[src/rtl/npa3d_pkg.sv]
// ----------------------------------------------------------------------------
// npa3d_pkg
// Shared widths, register indexes and controller/datapath bundles for the
// 3D nearest-point search.
// ----------------------------------------------------------------------------
package npa3d_pkg;

    localparam int COORD_W    = 16;
    localparam int DIFF_W     = COORD_W + 1;
    localparam int SQ_W       = 2 * DIFF_W;
    localparam int MAX_POINTS = 16384;
    localparam int IDX_W      = $clog2(MAX_POINTS);
    localparam int DIST_W     = SQ_W / 2;
    localparam int ROOT_STEPS = SQ_W / 2;
    localparam int STEP_W     = $clog2(ROOT_STEPS + 1);
    localparam int REM_W      = DIST_W + 3;
    localparam int CFG_IDX_W  = 2;

    localparam logic [CFG_IDX_W-1:0] REG_QUERY_X = 2'd0;
    localparam logic [CFG_IDX_W-1:0] REG_QUERY_Y = 2'd1;
    localparam logic [CFG_IDX_W-1:0] REG_QUERY_Z = 2'd2;

    localparam logic [1:0] AXIS_X = 2'd0;
    localparam logic [1:0] AXIS_Y = 2'd1;
    localparam logic [1:0] AXIS_Z = 2'd2;

    typedef struct packed {
        logic       capture;
        logic       square;
        logic [1:0] axis;
        logic       compare;
        logic       root_step;
        logic       push;
    } t_cmd;

    typedef struct packed {
        logic last;
        logic root_done;
        logic out_free;
    } t_status;

endpackage

[src/rtl/npa3d_ctrl.sv]
// ----------------------------------------------------------------------------
// npa3d_ctrl
// Sequencer: capture a point, square the three differences on one shared
// multiplier, run the best-distance compare, then the root on a last point.
// ----------------------------------------------------------------------------
module npa3d_ctrl (
    input  logic               i_clk,
    input  logic               i_rst_n,
    input  logic               i_in_valid,
    output logic               o_in_ready,
    input  npa3d_pkg::t_status i_status,
    output npa3d_pkg::t_cmd    o_cmd
);

    typedef enum logic [4:0] {
        ST_IDLE    = 5'b00001,
        ST_SQUARE  = 5'b00010,
        ST_COMPARE = 5'b00100,
        ST_ROOT    = 5'b01000,
        ST_PUSH    = 5'b10000
    } t_state;

    t_state     r_state, n_state;
    logic [1:0] r_axis, n_axis;

    assign o_in_ready = (r_state == ST_IDLE);

    always_comb begin
        n_state         = r_state;
        n_axis          = r_axis;
        o_cmd           = '0;
        o_cmd.axis      = r_axis;
        case (r_state)
            ST_IDLE: begin
                if (i_in_valid) begin
                    o_cmd.capture = 1'b1;
                    n_axis        = npa3d_pkg::AXIS_X;
                    n_state       = ST_SQUARE;
                end
            end
            ST_SQUARE: begin
                o_cmd.square = 1'b1;
                if (r_axis == npa3d_pkg::AXIS_Z) begin
                    n_state = ST_COMPARE;
                end else begin
                    n_axis = r_axis + 2'd1;
                end
            end
            ST_COMPARE: begin
                o_cmd.compare = 1'b1;
                n_state = i_status.last ? ST_ROOT : ST_IDLE;
            end
            ST_ROOT: begin
                o_cmd.root_step = 1'b1;
                if (i_status.root_done) begin
                    n_state = ST_PUSH;
                end
            end
            ST_PUSH: begin
                // hold the result until the output register frees up
                if (i_status.out_free) begin
                    o_cmd.push = 1'b1;
                    n_state    = ST_IDLE;
                end
            end
            default: begin
                n_state = ST_IDLE;
            end
        endcase
    end

    always_ff @(posedge i_clk) begin
        if (!i_rst_n) begin
            r_state <= ST_IDLE;
            r_axis  <= npa3d_pkg::AXIS_X;
        end else begin
            r_state <= n_state;
            r_axis  <= n_axis;
        end
    end

endmodule

[src/rtl/npa3d_dp.sv]
// ----------------------------------------------------------------------------
// npa3d_dp
// Datapath: query registers, differences, shared squarer and accumulator,
// running minimum, bit-serial square root and the output register.
// ----------------------------------------------------------------------------
module npa3d_dp (
    input  logic                                 i_clk,
    input  logic                                 i_rst_n,
    input  logic                                 i_cfg_we,
    input  logic [npa3d_pkg::CFG_IDX_W-1:0]      i_cfg_index,
    input  logic signed [npa3d_pkg::COORD_W-1:0] i_cfg_data,
    input  logic signed [npa3d_pkg::COORD_W-1:0] i_point_x,
    input  logic signed [npa3d_pkg::COORD_W-1:0] i_point_y,
    input  logic signed [npa3d_pkg::COORD_W-1:0] i_point_z,
    input  logic                                 i_last_point,
    input  npa3d_pkg::t_cmd                      i_cmd,
    output npa3d_pkg::t_status                   o_status,
    output logic                                 o_out_valid,
    input  logic                                 i_out_ready,
    output logic [npa3d_pkg::IDX_W-1:0]          o_closest_index,
    output logic [npa3d_pkg::DIST_W-1:0]         o_closest_distance
);

    localparam int DW = npa3d_pkg::DIFF_W;
    localparam int SW = npa3d_pkg::SQ_W;
    localparam int IW = npa3d_pkg::IDX_W;
    localparam int RW = npa3d_pkg::REM_W;
    localparam int OW = npa3d_pkg::DIST_W;
    localparam logic [IW-1:0] CNT_MAX = IW'(npa3d_pkg::MAX_POINTS - 1);

    logic signed [npa3d_pkg::COORD_W-1:0] r_qx, r_qy, r_qz;
    logic signed [DW-1:0] r_dx, r_dy, r_dz;
    logic                 r_last;
    logic [SW-1:0]        r_acc;
    logic [SW-1:0]        r_best;
    logic [IW-1:0]        r_pos, r_cnt;
    logic                 r_have;
    logic [SW-1:0]        r_rv;
    logic [IW-1:0]        r_ridx;
    logic [RW-1:0]        r_rem;
    logic [OW-1:0]        r_root;
    logic [npa3d_pkg::STEP_W-1:0] r_step;
    logic                 r_out_valid;
    logic [IW-1:0]        r_out_idx;
    logic [OW-1:0]        r_out_dist;

    logic signed [DW-1:0] diff_sel;
    logic signed [SW-1:0] sq;
    logic                 win;
    logic [SW-1:0]        n_best;
    logic [IW-1:0]        n_pos;
    logic [RW-1:0]        rem_sh, trial;
    logic                 take;

    always_comb begin
        case (i_cmd.axis)
            npa3d_pkg::AXIS_X: diff_sel = r_dx;
            npa3d_pkg::AXIS_Y: diff_sel = r_dy;
            npa3d_pkg::AXIS_Z: diff_sel = r_dz;
            default:           diff_sel = r_dz;
        endcase
    end

    assign sq = SW'(diff_sel) * SW'(diff_sel);

    assign win    = !r_have || (r_acc < r_best);
    assign n_best = win ? r_acc : r_best;
    assign n_pos  = win ? r_cnt : r_pos;

    assign rem_sh = {r_rem[RW-3:0], r_rv[SW-1 -: 2]};
    assign trial  = RW'({r_root, 2'b01});
    assign take   = (rem_sh >= trial);

    assign o_status.last      = r_last;
    assign o_status.root_done = (r_step == npa3d_pkg::STEP_W'(npa3d_pkg::ROOT_STEPS - 1));
    assign o_status.out_free  = !r_out_valid || i_out_ready;

    assign o_out_valid        = r_out_valid;
    assign o_closest_index    = r_out_idx;
    assign o_closest_distance = r_out_dist;

    always_ff @(posedge i_clk) begin
        if (!i_rst_n) begin
            r_qx <= '0;
            r_qy <= '0;
            r_qz <= '0;
        end else if (i_cfg_we) begin
            case (i_cfg_index)
                npa3d_pkg::REG_QUERY_X: r_qx <= i_cfg_data;
                npa3d_pkg::REG_QUERY_Y: r_qy <= i_cfg_data;
                npa3d_pkg::REG_QUERY_Z: r_qz <= i_cfg_data;
                default: begin
                end
            endcase
        end
    end

    // point capture and squared distance accumulation
    always_ff @(posedge i_clk) begin
        if (i_cmd.capture) begin
            r_dx   <= DW'(i_point_x) - DW'(r_qx);
            r_dy   <= DW'(i_point_y) - DW'(r_qy);
            r_dz   <= DW'(i_point_z) - DW'(r_qz);
            r_last <= i_last_point;
        end
        if (i_cmd.square) begin
            r_acc <= (i_cmd.axis == npa3d_pkg::AXIS_X) ? SW'(sq) : r_acc + SW'(sq);
        end
    end

    // running minimum over the set
    always_ff @(posedge i_clk) begin
        if (!i_rst_n) begin
            r_best <= '0;
            r_pos  <= '0;
            r_cnt  <= '0;
            r_have <= 1'b0;
        end else if (i_cmd.compare) begin
            if (r_last) begin
                r_best <= '0;
                r_pos  <= '0;
                r_cnt  <= '0;
                r_have <= 1'b0;
            end else begin
                r_best <= n_best;
                r_pos  <= n_pos;
                r_have <= 1'b1;
                if (r_cnt < CNT_MAX) begin
                    r_cnt <= r_cnt + 1'b1;
                end
            end
        end
    end

    // restoring square root, one result bit per cycle
    always_ff @(posedge i_clk) begin
        if (i_cmd.compare) begin
            r_rv   <= n_best;
            r_ridx <= n_pos;
            r_rem  <= '0;
            r_root <= '0;
            r_step <= '0;
        end else if (i_cmd.root_step) begin
            r_rv   <= {r_rv[SW-3:0], 2'b00};
            r_rem  <= take ? rem_sh - trial : rem_sh;
            r_root <= {r_root[OW-2:0], take};
            r_step <= r_step + 1'b1;
        end
    end

    always_ff @(posedge i_clk) begin
        if (!i_rst_n) begin
            r_out_valid <= 1'b0;
        end else if (i_cmd.push) begin
            r_out_valid <= 1'b1;
        end else if (i_out_ready) begin
            r_out_valid <= 1'b0;
        end
    end

    always_ff @(posedge i_clk) begin
        if (i_cmd.push) begin
            r_out_idx  <= r_ridx;
            r_out_dist <= r_root;
        end
    end

endmodule

[src/rtl/nearest_point_argmin_3d_core.sv]
// ----------------------------------------------------------------------------
// nearest_point_argmin_3d_core
// Brute-force 3D nearest-point search against a programmable query point.
// ----------------------------------------------------------------------------
// Per point: accept, three squaring steps on the one shared multiplier,
//   compare; the next point is taken once the block is back in idle.
// A last point then adds 17 square-root iterations and a push, which
//   waits until the output register is free.
// Reset: synchronous active low; clears query registers, set state and the
//   output valid. No clearing pass.
// ----------------------------------------------------------------------------
module nearest_point_argmin_3d_core (
    input  logic                                 i_clk,
    input  logic                                 i_rst_n,
    input  logic                                 i_cfg_we,
    input  logic [npa3d_pkg::CFG_IDX_W-1:0]      i_cfg_index,
    input  logic signed [npa3d_pkg::COORD_W-1:0] i_cfg_data,
    input  logic                                 i_in_valid,
    output logic                                 o_in_ready,
    input  logic signed [npa3d_pkg::COORD_W-1:0] i_point_x,
    input  logic signed [npa3d_pkg::COORD_W-1:0] i_point_y,
    input  logic signed [npa3d_pkg::COORD_W-1:0] i_point_z,
    input  logic                                 i_last_point,
    output logic                                 o_out_valid,
    input  logic                                 i_out_ready,
    output logic [npa3d_pkg::IDX_W-1:0]          o_closest_index,
    output logic [npa3d_pkg::DIST_W-1:0]         o_closest_distance
);

    npa3d_pkg::t_cmd    cmd;
    npa3d_pkg::t_status status;

    npa3d_ctrl u_ctrl (
        .i_clk      (i_clk),
        .i_rst_n    (i_rst_n),
        .i_in_valid (i_in_valid),
        .o_in_ready (o_in_ready),
        .i_status   (status),
        .o_cmd      (cmd)
    );

    npa3d_dp u_dp (
        .i_clk              (i_clk),
        .i_rst_n            (i_rst_n),
        .i_cfg_we           (i_cfg_we),
        .i_cfg_index        (i_cfg_index),
        .i_cfg_data         (i_cfg_data),
        .i_point_x          (i_point_x),
        .i_point_y          (i_point_y),
        .i_point_z          (i_point_z),
        .i_last_point       (i_last_point),
        .i_cmd              (cmd),
        .o_status           (status),
        .o_out_valid        (o_out_valid),
        .i_out_ready        (i_out_ready),
        .o_closest_index    (o_closest_index),
        .o_closest_distance (o_closest_distance)
    );

endmodule

[config.mk]
export PLATFORM = sky130hd
export DESIGN_NAME = nearest_point_argmin_3d_core
export DESIGN_NICKNAME = d
export VERILOG_FILES = /design/src/rtl/npa3d_pkg.sv /design/src/rtl/npa3d_ctrl.sv /design/src/rtl/npa3d_dp.sv /design/src/rtl/nearest_point_argmin_3d_core.sv
export SDC_FILE = /design/constraint.sdc
export NUM_CORES = 1
export LEC_CHECK = 0
export BUFFER_PORTS_ARGS = -buffer_cell sky130_fd_sc_hd__buf_4
export CAP_MARGIN = 25
export CORE_MARGIN = 2
export CORE_UTILIZATION = 38
export DETAILED_ROUTE_END_ITERATION = 16
export GPL_TIMING_DRIVEN = 0
export PLACE_DENSITY = 0.52
export SLEW_MARGIN = 20
export SYNTH_ARGS = -nofsm -noshare
export SYNTH_HDL_FRONTEND = slang
export SYNTH_SLANG_ARGS = --single-unit
[constraint.sdc]
create_clock -name i_clk -period 18.63 [get_ports i_clk]
set_clock_uncertainty 0.1 [all_clocks]
set_input_delay 3.726 -clock i_clk [delete_from_list [all_inputs] [get_ports i_clk]]
set_output_delay 3.726 -clock i_clk [all_outputs]
set_load 0.02 [all_outputs]
* Word-level counts from Yosys, hierarchy flattened
Index checks and enable logic that the tools add are counted.
Word-level totals: output and inout port bits 33, latch bits 0, word-level logic and storage cells 95, bits of input ports 72, bits in registers 324, memories kept 0, ROM bits 0, RAM bits 0
Cells by class: div/mod/pow operators 0, shift operators 0, reduce and logical (&&, ||, !) cells 16, eq/ne operators 15, $lt $le $gt $ge 3, $mul 1, bitwise logic cells 0, add/subtract/negate cells 8, muxes and demuxes 30
Operator list (number):
- 2-to-1 mux 34 bit | 5
- 2-to-1 mux 14 bit | 4
- subtractor 16 x 16 -> 17 bit | 3
- adder 34 bit | 1
- less-than comparator 34 bit | 1
- multiplier 17 x 17 -> 34 bit | 1
- case mux 17 bit (2 select lines) | 1
- case mux 5 bit (5 select lines) | 1
- greater-or-equal comparator 20 x 19 -> 1 bit | 1
- 2-to-1 mux 5 bit | 4
- 2-to-1 mux 18 bit | 1
- subtractor 18 bit | 1
- adder 14 x 1 -> 14 bit, second input constant | 1
- less-than comparator 14 bit, second input constant | 1
- == test 5 bit, second input constant | 2
- 2-to-1 mux 1 bit | 10
- != test 2 bit, second input constant | 4
- AND reduction 2 bit | 4
- nonzero test 2 bit | 4
- adder 5 x 1 -> 5 bit, second input constant | 1
- == test 5 x 1 -> 1 bit, second input constant | 1
- == test 5 x 2 -> 1 bit, second input constant | 1
- == test 5 x 3 -> 1 bit, second input constant | 1
- == test 5 x 4 -> 1 bit, second input constant | 1
- 12 further kinds | 18

* Depth between registers and ports, before layout
Gate-level depths: netlist of run 1.
word-level depth 5, mapped depth 43, gate-level depth less buffers 41

* Hierarchy
Synthesis of run 1 repeated with hierarchy kept, for this count alone.
Second synthesis, totals: cells, all modules 3109, area total of the unflattened synthesis 28068.2 µm²
Modules (own cells, without submodules):
- npa3d_dp | cells each 3059, instances 1, area an instance 27616.5 µm², seq. area each 7997.7 µm²
- npa3d_ctrl | cells each 50, instances 1, area an instance 451.7 µm², seq. area each 140.1 µm²

* Worst setup path before layout of run 1
Ideal clock, no wire load.
path kind reg2reg, start point register u_ctrl.r_axis[1], end point register u_dp.r_acc[33] (data pin), data required time 18268 ps, clock period less this slack 9716 ps, slack 8914 ps, cell stages (with the launch flop) 43, arrival time 9353 ps, setup time 262 ps, path buffers 4, path through dfxtp_1 inv_1 ha_1 clkbuf_1 or2_2 clkbuf_1 clkbuf_1 o21ai_1 inv_1 clkbuf_1 nand2_1 inv_1 fa_1 inv_1 fa_1 fa_1 inv_1 fa_1 [... 7 more ...] a211oi_1 a221oi_2 o21ai_0 a21o_1 a21oi_1 mux2i_1 nand2_1 ha_1 a21o_1 a21o_1 a21oi_1 o21ai_0 a211oi_1 a31oi_1 o21ai_0 a21oi_1 nor3b_1 xnor2_1
Between the ends: word-level cells in the longest chain between the ends 5, elaborated cells between the ends (all ways) 6, those cells by class add/sub (1); mul (1); eq/ne (1); mux (2); reduce/logical (1)
RTL lines:
- start: declaration | line npa3d_ctrl.sv:24 | logic [1:0] r_axis, n_axis;
- start signal: assignment | line npa3d_ctrl.sv:75 | r_axis <= npa3d_pkg::AXIS_X;
- start signal: assignment | line npa3d_ctrl.sv:78 | r_axis <= n_axis;
- == test 2 x 1 -> 1 bit / logical NOT 2 bit (equally long branches) | line npa3d_dp.sv:56, npa3d_dp.sv:107
- case mux 17 bit (2 select lines) | line npa3d_dp.sv:56 | case (i_cmd.axis)
- multiplier 17 x 17 -> 34 bit | line npa3d_dp.sv:64 | assign sq = SW'(diff_sel) * SW'(diff_sel);
- adder 34 bit | line npa3d_dp.sv:107 | r_acc <= (i_cmd.axis == npa3d_pkg::AXIS_X) ? SW'(sq) : r_acc + SW'(sq);
- 2-to-1 mux 34 bit * | line npa3d_dp.sv:107
- end signal: assignment | line npa3d_dp.sv:107
- end: declaration | line npa3d_dp.sv:34 | logic [SW-1:0] r_acc;
Every way passes the cells marked *; elsewhere a longest branch is shown, timed or not. A chain may end at the register's enable or synchronous reset.

* Final worst setup path of run 1
Ends and elaborated chain as after synthesis.

==> results of run 1 <==
[kinds of logic (layout without fill, tap and decap cells)]
logic type | Yosys count | in the layout | share of synthesized area (%)
simple gates | 812 | 812 | 12.8
xor+xnor | 130 | 130 | 4.16
fa+ha+maj | 501 | 501 | 30.4
compound gates | 514 | 514 | 11.9
mux | 78 | 78 | 2.95
buf+inv | 582 | 761 | 8.07
flops | 324 | 324 | 29.7
[layout by cell type, fill, tap and decap left out, types with 14 or more instances in the layout]
cell       synthesis  routed
a211oi_1          14      14
a21o_1            50      50
a21oi_1          155     155
a22o_1            16      16
a31oi_1           15      15
and3_1            17      17
buf_4              1     106
clkbuf_1          69      76
clkbuf_16          0      39
dfxtp_1          159     159
edfxtp_1         165     165
fa_1             272     272
ha_1             229     229
inv_1            489     488
mux2_2            22      22
mux2i_1           56      56
nand2_1          375     375
nand2b_1          18      18
nand3_1           35      35
nand4_1           15      15
nor2_1           232     232
nor2b_1           44      43
nor3_1            37      37
o21a_1            18      18
o21ai_0          122     122
o22ai_1           15      15
o311ai_0          19      19
xnor2_1           86      86
xor2_1            44      44
[sequential cells by signal, summed over array words and instances (netlist names), 17 cells and up]
signal	flops
u_dp.r_rv	34
u_dp.r_dx	17
u_dp.r_rem	18
u_dp.r_best	34
u_dp.r_dy	17
u_dp.r_root	17
u_dp.o_closest_distance	17
u_dp.r_acc	34
u_dp.r_dz	17
[metrics by stage]
stage	util, %	setup slack [ps]	std cells	area, um^2	hold slack [ps]
after floorplan	-	8910	2941	27400	300
after global placement	41.1	6610	3995	29300	301
after detailed placement	41.2	6510	3998	29400	305
after CTS	43.0	6500	4070	30700	319
after global routing	43.0	5800	4070	30700	323
final	43.0	6490	4070	30700	319
[Yosys cell counts (17+ instances only)]
cell type,n,share of area [%]
inv_1,489,6.7
nand2_1,375,5.1
fa_1,272,20
nor2_1,232,3.2
ha_1,229,10
edfxtp_1,165,18
dfxtp_1,159,12
a21oi_1,155,2.8
o21ai_0,122,2.2
xnor2_1,86,2.8
clkbuf_1,69,0.95
mux2i_1,56,2.0
a21o_1,50,1.4
nor2b_1,44,1.0
xor2_1,44,1.4
nor3_1,37,0.68
nand3_1,35,0.64
mux2_2,22,0.91
o311ai_0,19,0.61
nand2b_1,18,0.41
o21a_1,18,0.49
and3_1,17,0.39
[final cells by class]
cell class                      instances  area [um^2]  share of cell area, %
Timing Repair Buffer                  107          836                   2.72
Inverter                              495         1860                   6.05
Multi-Input combinational cell       2035        17000                   55.5
Sequential cell                       324         8140                   26.5
Clock buffer                           48         1020                   3.32
Clock inverter                         24          283                  0.921
Tap cell                              950         1190                   3.87
Buffer                                 87          352                   1.15
[layer usage]
layer  track usage, %  part of all wire (%)  routed length, um  up-vias
met5                0                     0                  0        -
met1             25.3                    46              31700     9932
met2             33.7                    49              33900      344
met4             4.89                   2.3               1580        0
li1                 -                     -                  -     9982
met3             1.71                   3.2               2190       92
[worst paths after layout]
path | startpoint | end | slack, ps | cells past startpoint
max reg2reg | u_ctrl.r_axis[1] | u_dp.r_acc[33] | 6490 | 37
min reg2reg | u_dp.r_ridx[2] | u_dp.o_closest_index[2] | 320 | 0
max | u_ctrl.r_axis[1] | u_dp.r_acc[33] | 6490 | 37
min | u_dp.r_ridx[2] | u_dp.o_closest_index[2] | 320 | 0
==> metrics, run 1 <==
die height 272 um; critical path class register to register; actual slew at the worst max-slew pin 1050 ps; nets 3662; Net Count, Synth 3514; DRT Wirelength 69400 um; Buf/Inv on CP 11; H-tree depth 2; Synth cell types 72; CTS clock-pin slew for the worst setup and hold paths 60 ps; fin. max-slew vios 0; Top delay family on crit path adder cells; Post-synth EDFFs 165; DRC violations left 0; TNS Setup 0 ps; Seq/Total Area, Yosys 29.7%; status complete, no violations; clk root buf clkbuf_16; initial DRC count 1091; Core Area 71400 um^2; setup violators final 0; CTS buffer count 39; Top-Level Pins 105; routability cong. 0.884; Crit-path slowest cell clkinv_1; vias in the first global route 21447; worst hold path type register to register; first-pass GRT wire length 114000 um; largest net degree at the start of global routing 54; Ys Warns 0; Netlist Area Pre-Place 27400 um^2; Slew Limit Headroom 29.6%; DPL Wire Length 56400 um; Max Cap Viol 0; CP max stage delay 690 ps; final period utilization 65.2%; Worst Path Required 18830 ps; GRT Total Usage 19.2%; Post-DRT Antenna Nets 0; Period minus WS final 12140 ps; CTS tree yes; asr flop ratio synth 0%; Final Hold Viols 0; n_diodes 0; Post-CTS Setup Inserts 0; Die W 272 um; CP Launch Type register; via-per-instance ratio 5.00; Crit Path Max Fanout 10; # clock sinks 324; worst skew pair latency 570 ps; row count 98; Synth-to-Final Area Change 12.2%; total number of vias 20350; share of layout cells above drive strength 1 7.18%; Critical Path AT 12340 ps; CTS max path bufs 3; starting density of the core 38.3%; Port Buffer Count 104; Max Freq 82.4 MHz; initial antenna violation count 0; Fillers 7013; Synth Instances 2941; WL/cell 17.0 um; Avg Cell Area, Syn 9.30 um^2; Post-CTS Hold Fix Bufs 0; Primary FF master, synth edfxtp_1; First-pass DRT Iterations 5; endpoint class of the critical path register; Yosys reg bits 324; DIE AREA 74200 um^2; post_cts resized 0; unrepaired setup endpoints after global routing no; Congestion Overflow GR 0
Power of run 1 is left out: the tool's default activity adds up to more than one toggle a clock period on the data nets, which glitch-free logic cannot reach.
==> run 2, diff against run 1 <==
==> constraint.sdc (replaced) <==
create_clock -name i_clk -period 12.15 [get_ports i_clk]
set_clock_uncertainty 0.1 [all_clocks]
set_input_delay 2.43 -clock i_clk [delete_from_list [all_inputs] [get_ports i_clk]]
set_output_delay 2.43 -clock i_clk [all_outputs]
set_load 0.02 [all_outputs]
==> metrics, run 2 (synthesized netlist as in run 1, its figures left out) <==
row count 98; Post-CTS Hold Fix Bufs 0; Final Hold Viols 0; CP max stage delay 690 ps; Post-DRT Antenna Nets 0; nets 3659; CP Launch Type register; Crit-path slowest cell fa_1; commonest non-fill, non-tap cells in the layout inv_1 (488), nand2_1 (375), fa_1 (272); GRT Total Usage 19.2%; post_cts resized 0; DPL Wire Length 56400 um; # clock sinks 324; fin. max-slew vios 0; Top-Level Pins 105; Fillers 7008; Port Buffer Count 104; CTS buffer count 39; Congestion Overflow GR 0; total number of vias 20309; First-pass DRT Iterations 5; initial DRC count 1057; Final Cell Area 30700 um^2; first-pass GRT wire length 114000 um; WL/cell 17.1 um; share of layout cells above drive strength 1 7.60%; actual slew at the worst max-slew pin 962 ps; Layout Utilization 43.1%; Period minus WS final 11490 ps; endpoint class of the critical path register; largest net degree at the start of global routing 54; H-tree depth 2; Max Cap Viol 0; TNS Setup 0 ps; Max Freq 87.0 MHz; final period utilization 94.6%; DIE AREA 74200 um^2; vias in the first global route 21447; CTS max path bufs 3; setup violators final 0; Placed Instance Area 29400 um^2; routability cong. 0.884; die height 272 um; clk root buf clkbuf_16; n_diodes 0; Worst Path Required 12350 ps; starting density of the core 38.3%; r2r startpoint u_ctrl.r_axis[1]; DRT Wirelength 69400 um; Die W 272 um; initial antenna violation count 0; Crit Path Max Fanout 10; most common cell after layout, fill and taps aside inv_1; hold wc startpoint u_dp.r_ridx[2]; Core Area 71400 um^2; Slew Limit Headroom 35.9%; worst skew pair latency 570 ps; Post-CTS Setup Inserts 0; DRC violations left 0; worst hold path type register to register; critical path class register to register; Critical Path Source u_ctrl.r_axis[1]; CTS clock-pin slew for the worst setup and hold paths 60 ps; Critical Path AT 11690 ps; via-per-instance ratio 4.99; CTS tree yes; biggest regs u_dp.r_acc x34, u_dp.r_best x34, u_dp.r_rv x34; status complete, no violations; Synth-to-Final Area Change 12.3%
==> run 2: final timing paths <==
kind	depth (start not counted)	slack [ps]	to
min reg2reg	0	320	u_dp.o_closest_index[2]
min	0	320	u_dp.o_closest_index[2]
max	37	660	u_dp.r_acc[33]
max reg2reg	37	660	u_dp.r_acc[33]
==> run 2: routing by layer <==
layer	up-vias	global-route usage [%]	part of all wire [%]
met5	-	0	0
met1	9934	25.3	46
li1	9973	-	-
met2	304	33.7	49
met4	0	4.89	2.3
met3	98	1.71	2.8
==> run 2: metrics by stage <==
stage               hold WS (ps)  std cells  setup slack (ps)
floorplan                    300       2941              2430
CTS                          319       4070              20.7
global placement             301       3995               132
global route                 323       4067             -11.7
finish                       319       4067               659
detailed placement           305       3998              25.0
==> run 2: final cells by class <==
class                           instances  area [um^2]  area share (%)
Buffer                                 84          345            1.12
Clock buffer                           48         1020            3.32
Clock inverter                         24          283           0.920
Inverter                              495         1870            6.07
Multi-Input combinational cell       2035        17000            55.5
Sequential cell                       324         8140            26.5
Tap cell                              950         1190            3.87
Timing Repair Buffer                  107          836            2.72
==> run 2: critical path: cells and delay by family, from the launching register on <==
kind	cells	cell delay [ps]
adder cells (fa/ha/maj)	9	4080
buffers and inverters	11	2150
AO/OA/AOI/OAI	5	1580
XOR/XNOR	1	100
AND/OR/NAND/NOR	11	2860
flip-flops	1	350
Power of run 2 is left out for the same reason.
